## src/tfc_pkg.sv

```systemverilog
// Shared types, constants and header layout for the transport frame checker.
`timescale 1ns / 1ps
`default_nettype none

package tfc_pkg;

    localparam int HEADER_BYTES_DEF = 12;
    localparam logic [3:0] IF_SENTINEL = 4'd8;

    localparam int POS_W = 17;
    localparam logic [POS_W-1:0] POS_MAX = 17'h1FFFF;

    localparam int CAP_W = 16;
    localparam logic [CAP_W-1:0] CAPACITY_RESET = 16'd1600;

    localparam int CFG_IDX_W = 2;
    localparam logic [CFG_IDX_W-1:0] CFG_FRAME_CAPACITY  = 2'd0;
    localparam logic [CFG_IDX_W-1:0] CFG_CHECKSUM_ENABLE = 2'd1;

    // header byte offsets
    localparam int HDR_IFACE  = 0;
    localparam int HDR_FLAGS  = 1;
    localparam int HDR_LEN_LO = 2;
    localparam int HDR_LEN_HI = 3;
    localparam int HDR_OFF_LO = 4;
    localparam int HDR_OFF_HI = 5;
    localparam int HDR_SUM_LO = 6;
    localparam int HDR_SUM_HI = 7;
    localparam int HDR_RSVD0  = 8;
    localparam int HDR_RSVD1  = 9;
    localparam int HDR_FLOW   = 10;
    localparam int HDR_RSVD2  = 11;

    localparam logic [7:0] NIBBLE_MASK    = 8'h0f;
    localparam logic [7:0] FLOW_MASK      = 8'h03;
    localparam logic [7:0] SENTINEL_TOP   = 8'hf0;
    localparam logic [7:0] FLOW_RSVD_MASK = 8'hfc;

    localparam logic [1:0] FLOW_SET   = 2'd1;
    localparam logic [1:0] FLOW_CLEAR = 2'd2;

    localparam logic [2:0] VD_DELIVERED = 3'd0;
    localparam logic [2:0] VD_FLOW_OK   = 3'd1;
    localparam logic [2:0] VD_SHORT     = 3'd2;
    localparam logic [2:0] VD_BAD_SENT  = 3'd3;
    localparam logic [2:0] VD_BAD_HDR   = 3'd4;
    localparam logic [2:0] VD_BAD_CSUM  = 3'd5;
    localparam logic [2:0] VD_EMPTY     = 3'd6;

    localparam logic KIND_PAYLOAD = 1'b0;
    localparam logic KIND_VERDICT = 1'b1;

    localparam int FIFO_DEPTH = 4;
    localparam int FIFO_PTR_W = 2;
    localparam int FIFO_CNT_W = 3;

    typedef struct packed {
        logic       kind;
        logic [7:0] payload;
        logic [3:0] channel;
        logic [7:0] flags;
        logic [2:0] verdict;
        logic       throttled;
        logic       released;
        logic       last;
    } result_t;

    // up to two results produced by one byte, first in order
    typedef struct packed {
        logic [1:0] count;
        result_t    first;
        result_t    second;
    } results_t;

endpackage

`default_nettype wire

```

## src/tfc_frame_core.sv

```systemverilog
// Frame state, header capture, byte sum and verdict logic for one byte.
`timescale 1ns / 1ps
`default_nettype none

module tfc_frame_core #(
    parameter int HEADER_BYTES = tfc_pkg::HEADER_BYTES_DEF
) (
    input  wire logic                         clk,
    input  wire logic                         rst_n,
    input  wire logic                         item_valid,
    input  wire logic [7:0]                   item_byte,
    input  wire logic                         item_eof,
    input  wire logic                         cfg_we,
    input  wire logic [tfc_pkg::CFG_IDX_W-1:0] cfg_idx,
    input  wire logic [15:0]                  cfg_wdata,
    output tfc_pkg::results_t                 results
);
    import tfc_pkg::*;

    localparam int IDX_W = $clog2(HEADER_BYTES);
    localparam logic [POS_W-1:0] HB_POS = POS_W'(HEADER_BYTES);
    localparam logic [CAP_W-1:0] HB_CAP = CAP_W'(HEADER_BYTES);
    localparam logic [15:0] HB_16 = 16'(HEADER_BYTES);

    logic [7:0]       hdr_reg [HEADER_BYTES];
    logic [7:0]       hdr_cur [HEADER_BYTES];
    logic [POS_W-1:0] pos_reg, pos_next;
    logic [15:0]      sum_reg, sum_next;
    logic             throttle_reg;
    logic [CAP_W-1:0] capacity_reg;
    logic             csum_en_reg;

    logic [IDX_W-1:0] wr_idx;
    logic             in_header;
    logic             is_payload;
    logic             add_byte;
    logic [POS_W-1:0] payload_end;
    logic [POS_W-1:0] count;
    logic             short_frame;
    logic [15:0]      length, offset, csum_field;
    logic [1:0]       flow;
    logic [CAP_W-1:0] limit;
    logic [POS_W-1:0] span;
    logic             sentinel, sentinel_bad, header_bad;
    logic             throttle_new, apply_flow;
    logic [2:0]       verdict;
    result_t          pay_res, vd_res;

    assign wr_idx    = pos_reg[IDX_W-1:0];
    assign in_header = pos_reg < HB_POS;

    always_comb
    begin
        hdr_cur = hdr_reg;
        if (in_header)
        begin
            hdr_cur[wr_idx] = item_byte;
        end
    end

    assign payload_end = HB_POS + {1'b0, hdr_reg[HDR_LEN_HI], hdr_reg[HDR_LEN_LO]};
    assign is_payload  = !in_header && (pos_reg < payload_end);
    assign add_byte    = (in_header && pos_reg != POS_W'(HDR_SUM_LO)
                          && pos_reg != POS_W'(HDR_SUM_HI)) || is_payload;
    assign sum_next    = add_byte ? sum_reg + {8'h00, item_byte} : sum_reg;
    assign count       = (pos_reg != POS_MAX) ? pos_reg + 1'b1 : POS_MAX;
    assign short_frame = count < HB_POS;

    assign length     = {hdr_cur[HDR_LEN_HI], hdr_cur[HDR_LEN_LO]};
    assign offset     = {hdr_cur[HDR_OFF_HI], hdr_cur[HDR_OFF_LO]};
    assign csum_field = {hdr_cur[HDR_SUM_HI], hdr_cur[HDR_SUM_LO]};
    assign flow       = hdr_cur[HDR_FLOW][1:0] & FLOW_MASK[1:0];

    assign limit = (capacity_reg < HB_CAP) ? '0 : capacity_reg - HB_CAP;
    assign span  = {1'b0, offset} + {1'b0, length};

    assign sentinel = (length == 16'd0)
                      && ((hdr_cur[HDR_IFACE] & NIBBLE_MASK) == {4'h0, IF_SENTINEL});
    assign sentinel_bad = (hdr_cur[HDR_IFACE] != (SENTINEL_TOP | {4'h0, IF_SENTINEL}))
                          || (hdr_cur[HDR_FLAGS] != 8'h00) || (offset != 16'd0)
                          || (csum_field != 16'd0) || (hdr_cur[HDR_RSVD0] != 8'h00)
                          || (hdr_cur[HDR_RSVD1] != 8'h00)
                          || ((hdr_cur[HDR_FLOW] & FLOW_RSVD_MASK) != 8'h00)
                          || (hdr_cur[HDR_RSVD2] != 8'h00);
    assign header_bad = (offset != HB_16) || (length > limit) || (span > count);

    always_comb
    begin
        case (flow)
            FLOW_SET:   throttle_new = 1'b1;
            FLOW_CLEAR: throttle_new = 1'b0;
            default:    throttle_new = throttle_reg;
        endcase
    end

    always_comb
    begin
        apply_flow = 1'b0;
        if (short_frame)
        begin
            verdict = VD_SHORT;
        end
        else if (sentinel)
        begin
            apply_flow = !sentinel_bad;
            verdict    = sentinel_bad ? VD_BAD_SENT : VD_FLOW_OK;
        end
        else if (header_bad)
        begin
            verdict = VD_BAD_HDR;
        end
        else if (csum_en_reg && (sum_next != csum_field))
        begin
            verdict = VD_BAD_CSUM;
        end
        else
        begin
            apply_flow = 1'b1;
            if (length != 16'd0)
                verdict = VD_DELIVERED;
            else if (flow == FLOW_SET || flow == FLOW_CLEAR)
                verdict = VD_FLOW_OK;
            else
                verdict = VD_EMPTY;
        end
    end

    always_comb
    begin
        pay_res.kind      = KIND_PAYLOAD;
        pay_res.payload   = item_byte;
        pay_res.channel   = hdr_reg[HDR_IFACE][3:0];
        pay_res.flags     = hdr_reg[HDR_FLAGS];
        pay_res.verdict   = VD_DELIVERED;
        pay_res.throttled = throttle_reg;
        pay_res.released  = 1'b0;
        pay_res.last      = !item_eof;

        vd_res.kind      = KIND_VERDICT;
        vd_res.payload   = 8'h00;
        vd_res.channel   = short_frame ? 4'h0 : hdr_cur[HDR_IFACE][3:0];
        vd_res.flags     = short_frame ? 8'h00 : hdr_cur[HDR_FLAGS];
        vd_res.verdict   = verdict;
        vd_res.throttled = apply_flow ? throttle_new : throttle_reg;
        vd_res.released  = apply_flow && throttle_reg && !throttle_new;
        vd_res.last      = 1'b1;

        if (!item_valid)
        begin
            results.count  = 2'd0;
            results.first  = pay_res;
            results.second = vd_res;
        end
        else if (is_payload)
        begin
            results.count  = item_eof ? 2'd2 : 2'd1;
            results.first  = pay_res;
            results.second = vd_res;
        end
        else
        begin
            results.count  = {1'b0, item_eof};
            results.first  = vd_res;
            results.second = vd_res;
        end
    end

    assign pos_next = item_eof ? '0 : count;

    always_ff @(posedge clk)
    begin
        if (item_valid && in_header)
        begin
            hdr_reg[wr_idx] <= item_byte;
        end
    end

    always_ff @(posedge clk or negedge rst_n)
    begin
        if (!rst_n)
        begin
            pos_reg      <= '0;
            sum_reg      <= '0;
            throttle_reg <= 1'b0;
            capacity_reg <= CAPACITY_RESET;
            csum_en_reg  <= 1'b1;
        end
        else
        begin
            if (item_valid)
            begin
                pos_reg <= pos_next;
                sum_reg <= item_eof ? 16'd0 : sum_next;
                if (item_eof && apply_flow)
                begin
                    throttle_reg <= throttle_new;
                end
            end
            if (cfg_we)
            begin
                case (cfg_idx)
                    CFG_FRAME_CAPACITY:  capacity_reg <= cfg_wdata;
                    CFG_CHECKSUM_ENABLE: csum_en_reg  <= cfg_wdata[0];
                    default:             ;
                endcase
            end
        end
    end

`ifndef SYNTH
    a_frame_end_clears: assert property (@(posedge clk) disable iff (!rst_n)
        item_valid && item_eof |=> pos_reg == '0 && sum_reg == 16'd0)
        else $error("position or sum not cleared after final byte");
    a_pos_advances: assert property (@(posedge clk) disable iff (!rst_n)
        item_valid && !item_eof && pos_reg != POS_MAX |=> pos_reg == $past(pos_reg) + 1'b1)
        else $error("byte position did not advance");
`endif

endmodule

`default_nettype wire

```

## config.mk

```make
export PLATFORM = sky130hd
export DESIGN_NAME = tfc_frame_core
export DESIGN_NICKNAME = d
export VERILOG_FILES = /design/src/tfc_pkg.sv /design/src/tfc_frame_core.sv
export SDC_FILE = /design/constraint.sdc
export NUM_CORES = 1
export LEC_CHECK = 0
export BUFFER_PORTS_ARGS = -buffer_cell sky130_fd_sc_hd__buf_2
export CELL_PAD_IN_SITES_DETAIL_PLACEMENT = 0
export CELL_PAD_IN_SITES_GLOBAL_PLACEMENT = 2
export CORE_AREA = 2 2 180 182
export CTS_CLUSTER_DIAMETER = 200
export DETAILED_ROUTE_END_ITERATION = 12
export DIE_AREA = 0 0 182 184
export PLACE_DENSITY = 0.93
export SYNTH_ARGS = -nofsm -noshare
export SYNTH_HDL_FRONTEND = slang
export SYNTH_SLANG_ARGS = --single-unit
export TNS_END_PERCENT = 1
```

## constraint.sdc

```tcl
create_clock -name clk -period 7.8 [get_ports clk]
set_clock_uncertainty 0.15 [all_clocks]
set_input_delay 0.78 -clock clk [delete_from_list [all_inputs] [get_ports clk]]
set_output_delay 0.78 -clock clk [all_outputs]
set_load 0.01 [all_outputs]
```

==> key figures <==
Yosys
  – Mapped cell area: 12450 um2
  – Post-synth EDFFs: between 90 and 100
  – Unique masters post-synth: 86
  – Area contributors post-synth: edfxtp_1 (23%), mux2_2 (11%), dfrtp_1 (9.4%), ha_1 (8.1%), xnor2_1 (4.4%)
  – Synth warn: 0
  – Commonest cells post-synth: mux2_2 (125), nor2_1 (124), nand2_1 (111)
  – Main flop type after synthesis: edfxtp_1
  – Post-synthesis sequential area ratio: 0.3344
  – Synth area leader: edfxtp_1
  – Async S/R FF share, synth: 0.3469
  – Leading cell type by number of instances after synthesis: mux2_2
  – Yosys top cell area share: 0.2315
  – Post-synthesis cell count: between 1000 and 1500
  – Synthesized area per cell: 9.361 um2
  – Number of synthesized register bits: 147

Routing
  – Final wirelength: 37780 um
  – First-pass iteration count of the detailed router: 6
  – Routed len/inst: 20.92 um
  – Post-route antenna net violation count: 0
  – DRT iter0 DRCs: ~1100
  – DRC violation count after routing: 0
  – Vias: 10640
  – Via/cell ratio: a little under 6

Timing
  – Final hold vios: 0
  – Worst Slack Setup Final: 304.9 ps
  – Max-slew headroom: 0.2538
  – Fin. max-slew vios: 0
  – Tmin final: about 7500 ps
  – F_max: roughly 130 MHz
  – Actual slew at the worst max-slew pin: 1114 ps
  – Period utilization: 0.9609
  – Setup violators final: 0

CTS
  – Root buffer cell: clkbuf_16
  – Worst-skew pair later-pin latency: 450 ps
  – Clock buffer depth: 2
  – H-tree level count: 4
  – Reg clk slew, reported paths: 80 ps
  – Hold-fix buffers, CTS: 0
  – Clock sink count: 147
  – TritonCTS Buffers: 17
  – TritonCTS clock tree: built

Layout
  – Diode count: 0
  – FILL cells: approximately 3000
  – Layout cell share with drive strength beyond 1: 0.2293
  – Max reg flops: 96
  – Non-filler cells, final: 1806
  – Fin area: 13960 um2
  – # nets final: between 1500 and 2000
  – Area grow syn2layout: 12.13%

Global routing
  – Antenna violations before repair: 0
  – GRT Util Overall: 0.2248
  – GR Overflow Total: 0
  – Vias in the first global route: 10120
  – First-pass GRT wire length: 58060 um
  – Pin count of the biggest net entering global routing: between 70 and 80

Worst setup path
  – Arrival @ worst endpoint: 6570 ps
  – CP max FO: 5
  – Worst path top cell family by delay: compound AO/OA/AOI/OAI gates
  – Endpoint class of the critical path: output port
  – Critical path's slowest cell: dfrtp_2
  – Max stage delay on crit path: 440 ps
  – Number of buffers and inverters on the critical path: 4
  – Most common cell on crit path: o21a_1
  – WP data required: 6870 ps
  – Worst setup SP type: register
  – Crit Path Class: register to output port

Floorplanning
  – Die W: 182 um
  – DIE AREA: 33490 um2
  – Initial Util: 0.3966
  – Die height: ~180 um
  – Cell row count: 65
  – Io pins: between 80 and 90
  – Core ar.: around 31000 um2

Hold path
  – HP Class: input port to async pin

Run
  – Number of max-cap violations: 0

Power
  – Max IR drop VDD: 0.0001661 V
  – Leak: 0.005816 uW
  – Pwr dens: 215.4 nW/um2

Placement
  – Number of port buffers: 76
  – GP Congestion: between 0.9 and 1
  – Pre-CTS setup slack: 135.5 ps
  – Inst Count DP: 1767
  – Placed inst area: 13210 um2
  – DPL Wire Length: 27480 um

Run status
  – Status: complete, no violations
==> what timing repair did <==
item / 4_1_cts / 5_1_grt
hold endpoints to repair: 0 / 0
pin swaps: 0 / 7
setup endpoints to repair: 8 / 9
buffers inserted: 0 / 7
gates resized for setup: 6 / 20
==> routing by layer <==
layer	routed length [um]	track usage	share of wire
met1	16700	0.3001	0.44
met2	17370	0.3649	0.46
met3	2570	0.04418	0.068
met4	1141	0.07645	0.030
met5	0	0	0
==> worst reg2reg max path: cells and delay by family (launching register included) <==
family | cells | cell delay (ps)
mux | 4 | 1080
simple gates | 8 | 940
fa+ha+maj | 4 | 1080
buf+inv | 3 | 310
compound gates | 12 | 2140
flops | 1 | 440
==> per-stage QoR <==
stage	util	hold WS, ps	power (uW)	setup TNS [ps]
after floorplan	-	322.1	1817	0
after global placement	0.4209	339.8	2081	0
after detailed placement	0.4209	352.5	2102	0
after CTS	0.4412	334.2	2994	0
after global routing	0.4447	345.8	3180	-108.4
final	0.4447	294.2	3007	0
==> final timing paths <==
| kind | from | slack, ps | end | cells after the start |
|---|---|---|---|---|
| worst max-delay path | pos_reg[0] | 300 | results[29] | 32 |
| worst max register to register | pos_reg[0] | 1550 | throttle_reg | 31 |
| worst min-delay path | rst_n | 290 | sum_reg[3] | 2 |
| min in group clk | capacity_reg[0] | 360 | capacity_reg[0] | 1 |
| worst min register to register | capacity_reg[0] | 360 | capacity_reg[0] | 1 |
| max in group asynchronous | rst_n | 6640 | pos_reg[1] | 2 |
==> power by group <==
part	total [uW]	internal (uW)	switching (uW)
clock network	886	489	397
logic	1080	486	594
registers	1040	938	103
==> final cells by class <==
class	instances	area (um2)	share of cell area
flip-flops and latches	147	4167	0.2984
multi-input cells	1059	7809	0.5593
clock inverters	15	188.9	0.01353
inverters	51	191.4	0.01371
clock buffers	17	425.4	0.03047
repair buffers	115	676.9	0.04849
well taps	402	503.0	0.03603
==> placed cells by master (no fill, tap or decap), types with 27 or more instances in the layout <==
cell        n
buf_4      38
nor2_1    122
xnor2_1    63
nor4_1     27
a21oi_1    59
dfrtp_1    45
inv_1      49
buf_2      76
nand2_1   111
mux2_2    124
nor3_1     37
o21ai_0    40
edfxtp_1   96
ha_1       79
mux2i_1    28
==> kinds of logic (layout without fill, tap and decap cells) <==
kind of cell / after synthesis / count (layout) / synth area share
buffers and inverters: 132 / 198 / 0.04793
other: 2 / 10 / 0.0006032
adder cells (fa/ha/maj): 83 / 83 / 0.08461
flip-flops: 147 / 147 / 0.3344
multiplexers: 157 / 157 / 0.1400
XOR/XNOR: 82 / 82 / 0.05879
AND/OR/NAND/NOR: 464 / 464 / 0.1902
AO/OA/AOI/OAI: 263 / 263 / 0.1434
(Power assumes the default switching activity.)
